### config.mk
export PLATFORM = sky130hd
export DESIGN_NAME = spd_ram
export DESIGN_NICKNAME = d
export VERILOG_FILES = /design/src/design/spd_ram.sv
export SDC_FILE = /design/constraint.sdc
export NUM_CORES = 1
export LEC_CHECK = 0
export ABC_AREA = 1
export BUFFER_PORTS_ARGS = -buffer_cell sky130_fd_sc_hd__buf_4
export CAP_MARGIN = 20
export CORE_MARGIN = 5
export CORE_UTILIZATION = 50
export CTS_BUF_LIST = sky130_fd_sc_hd__clkbuf_4 sky130_fd_sc_hd__clkbuf_8 sky130_fd_sc_hd__clkbuf_16
export DETAILED_ROUTE_END_ITERATION = 12
export GPL_TIMING_DRIVEN = 0
export PLACE_DENSITY = 0.8
export SLEW_MARGIN = 20
export SYNTH_ARGS = -nofsm -noshare
export SYNTH_HDL_FRONTEND = slang
export SYNTH_SLANG_ARGS = --single-unit
### constraint.sdc
create_clock -name clk -period 1.3 [get_ports clk]
set_input_delay 0.325 -clock clk [delete_from_list [all_inputs] [get_ports clk]]
set_output_delay 0.325 -clock clk [all_outputs]
set_load 0.02 [all_outputs]
### src/design/spd_ram.sv
// Generic single-port-write, single-port-read RAM with registered read data.
// Depends on nothing.
module spd_ram #(
  parameter int WIDTH = 8,
  parameter int DEPTH = 16
) (
  input  logic                     clk,
  input  logic                     we,
  input  logic [$clog2(DEPTH)-1:0] waddr,
  input  logic [WIDTH-1:0]         wdata,
  input  logic [$clog2(DEPTH)-1:0] raddr,
  output logic [WIDTH-1:0]         rdata
);

  logic [WIDTH-1:0] mem [DEPTH];
  logic [WIDTH-1:0] rdata_r;

  always_ff @(posedge clk) begin
    if (we) begin
      mem[waddr] <= wdata;
    end
    rdata_r <= mem[raddr];
  end

  assign rdata = rdata_r;

endmodule
After elaboration in Yosys (flattened, before gate mapping)
Memories as Yosys holds them, arrays and structs flattened. A register that Yosys moved wholly into a read port is not among the register bits.
Index checks and enable logic that the tools add are counted.
{"block": "op_classes", "n_mux": 2}
{"cell": "2-to-1 mux 1 bit", "count": 2}
{"block": "word_totals", "mem_bits_rw": 128, "output_inout_bits": 8, "mem_count": 1, "inputBits": 18, "word_cells": 3, "ff_bits": 0}
{"memory": "mem", "depth": 16, "word_bits": 8, "read_ports": 1, "rd_ports_with_merged_regs": 1, "wr": 1, "line": "15", "rtl": "logic [WIDTH-1:0] mem [DEPTH];"}

Depth between registers and ports, before layout
{"block": "logic_depth", "ltp_word": 2, "depth_mapped": 8}

Worst setup path after synthesis
No wires, ideal clock.
{"block": "synth_path", "kind": "in2reg", "start": "in waddr[3]", "end": "mem mem[4][0] (enable)", "path_slack_ns": 0.024, "t_arrival_ns": 0.906, "t_required_ns": 0.930, "n_path_buf": 0, "cell_stages": 2, "cell_sequence": "nand3b_1 > nor2_1"}
{"element": "start, declared", "line": "9", "rtl": "input logic [$clog2(DEPTH)-1:0] waddr,"}
{"element": "end, declared", "line": "15"}
No word-level cell before the write port.

Worst setup path after layout
{"block": "layout_path", "start": "in waddr[3]", "end": "mem mem[4][1] (enable)"}
No word-level cell before the write port.

==> impl_metrics.json <==
{
  "outcome": "complete, but fails checks",
  "violations": "setup timing",
  "syn_inst": 551,
  "rsz0062_at_grt": "true",
  "instances_no_fill": 747,
  "slew_viol_final": 0,
  "place_inst": 716,
  "dp_slack_ps": -487,
  "tightestPinTransition_ps": 739,
  "dieHeight_um": 117,
  "seqCellArea_um2": 4000,
  "antenna_found_initial": 0,
  "hold_class": "input port to register",
  "cp-start-kind": "input port",
  "timing.final.ws_setup_ps": -7.60,
  "clock_power_share_pct": 46.7,
  "clockBufferDepth": 2,
  "rows": 39,
  "first_iter_violations": 421,
  "max_freq_mhz": 765,
  "grt_start_max_net_pins": 17,
  "end_kind": "register",
  "cts_tree": "done",
  "route.detailed.drc": 0,
  "synth_fa_ha_area_share_pct": 0,
  "timing_hold_violations_final": 0,
  "wirelength_um": 14000,
  "ys_seq_area_share_pct": 69.4,
  "vias": 4014,
  "layout_common_cells": "173 x nand2_1, 128 x edfxtp_1, 100 x inv_1",
  "final_util_pct": 59.4,
  "dr.pass1.iters": 6,
  "num_antenna_cells": 0,
  "synth_top_area_share_pct": 66.7,
  "syn_to_final_growth_pct": 17.1,
  "powerDensity_nw_per_um2": 1570,
  "dieArea_um2": 13800,
  "fin_hold_ws_ps": 245,
  "leakage_nw": 2.92,
  "setup_violations": 9,
  "gp_congestion": 0.943,
  "multi_input_area_um2": 1240,
  "htreeDepth": 4,
  "setup.worst_path.class": "input port to register",
  "io_buffers": 22,
  "dpl.hpwl_um": 9070,
  "synth-xor-area-share_pct": 0,
  "p_comb_share_pct": 6.7,
  "ys_warn_count": 0,
  "clk_latency_ps": 420,
  "core-area_um2": 11400,
  "grt_usage_pct": 21.0,
  "synth_compound_area_share_pct": 0,
  "die_x_um": 117,
  "ys_ff_latch": 136,
  "fin_crit_ps": 1310,
  "yosysUniqueCellTypes": 12,
  "clk_pin_slew_ps": 60,
  "layout.nets": 610,
  "clockRootBuffer": "clkbuf_16",
  "synthMuxAreaShare_pct": 0,
  "relSlewSlack_pct": 50.6,
  "grt_pass1_wl_um": 21800,
  "wl_per_cell_um": 18.8,
  "p_sw_share_pct": 21.4,
  "fin_crit_sh_pct": 101,
  "fillers": 888,
  "yosysTopAreaCell": "edfxtp_1",
  "p_int_w": 0.00832,
  "vias_per_cell": 5.37,
  "grt_pass1_vias": 4009,
  "seqPwrFrac_pct": 46.5,
  "path_max_fanout": 8,
  "cts_buffers": 17,
  "p_total_w": 0.0106,
  "syn_area_per_cell_um2": 10.5,
  "synth-simple-area-share_pct": 21.0,
  "drive_gt1_share_pct": 14.7,
  "cp.required_ps": 1360,
  "max-vdd-ir-drop_v": 0.00136,
  "synth_top_family_by_area": "simple AND/OR/NAND/NOR gates",
  "io_pins": 26,
  "synth_area_leaders": "edfxtp_1 67%, nand2_1 11%, nand3_1 8.4%, inv_1 6.5%, dfxtp_1 2.8%",
  "crit_arrival_ps": 1360,
  "net-switching-power_w": 0.00227,
  "clock_sinks": 136,
  "ant_nets": 0,
  "final_common_cell": "nand2_1",
  "syn_area_um2": 5770,
  "synth_nets": 569,
  "grt_overflow": 0,
  "drv_cap": 0,
  "initial_core_util_pct": 50.7,
  "fin_skew_ps": 4.99
}
==> layer usage <==
layer / part of all wire (%) / GRT usage (%)
met1: 38 / 27.1
met2: 48 / 33.0
met3: 12 / 6.02
met4: 2.4 / 9.28
met5: 0 / 0
==> logic make-up after synthesis <==
kind of cell  after synthesis
buf+inv                   126
simple gates              289
flops                     136
==> final cells by class <==
class	count	area share [%]
Clock inverter	13	2.67
Buffer	24	2.46
Tap cell	143	2.65
Timing Repair Buffer	22	2.45
Sequential cell	136	59.3
Clock buffer	18	6.41
Multi-Input combinational cell	289	18.4
Inverter	102	5.67
==> flip-flops by register name, indices dropped and copies added (netlist names) <==
| register | cells |
|---|---|
| mem | 128 |
| rdata | 8 |
==> final timing paths <==
path                   start    endpoint  slack [ps]  cells past startpoint
hold / removal      wdata[4]  mem[14][4]         240                      1
setup reg to reg  mem[15][3]    rdata[3]         250                      6
setup / recovery    waddr[3]   mem[4][1]          -8                      3
hold reg to reg    mem[7][2]    rdata[2]         700                      6
==> stage by stage <==
stage / area, µm² / setup TNS [ps]
4_1_cts: 6730 / 0
3_5_place_dp: 6110 / -50510
6_report: 6750 / -47.8
2_1_floorplan: 5770 / 0
3_3_place_gp: 6110 / -45580
5_1_grt: 6750 / -1060
==> cell usage after synthesis <==
library cell,n
buf_1,1
buf_2,13
buf_4,4
buf_6,6
dfxtp_1,8
edfxtp_1,128
inv_1,100
inv_2,2
nand2_1,173
nand3_1,97
nand3b_1,2
nor2_1,17
==> timing repair <==
item	CTS	global route
buffers inserted	0	0
pin swaps	0	0
hold buffers	0	0
setup endpoints to repair	14	78
gates resized for setup	2	10
==> critical path, stage by stage <==
cell	delay (ps)
buf_4	120
nand3b_1	290
nor2_1	620
==> power by group through the flow <==
stage          logic, W  registers (W)  clock network, W
3_5_place_dp   0.000689        0.00502                 0
5_1_grt        0.000773        0.00494           0.00517
6_report       0.000714        0.00493           0.00495
2_1_floorplan  0.000346        0.00505                 0
4_1_cts        0.000698        0.00493           0.00499
3_3_place_gp   0.000664        0.00502                 0
No activity file was read; power rests on OpenSTA's default activity.
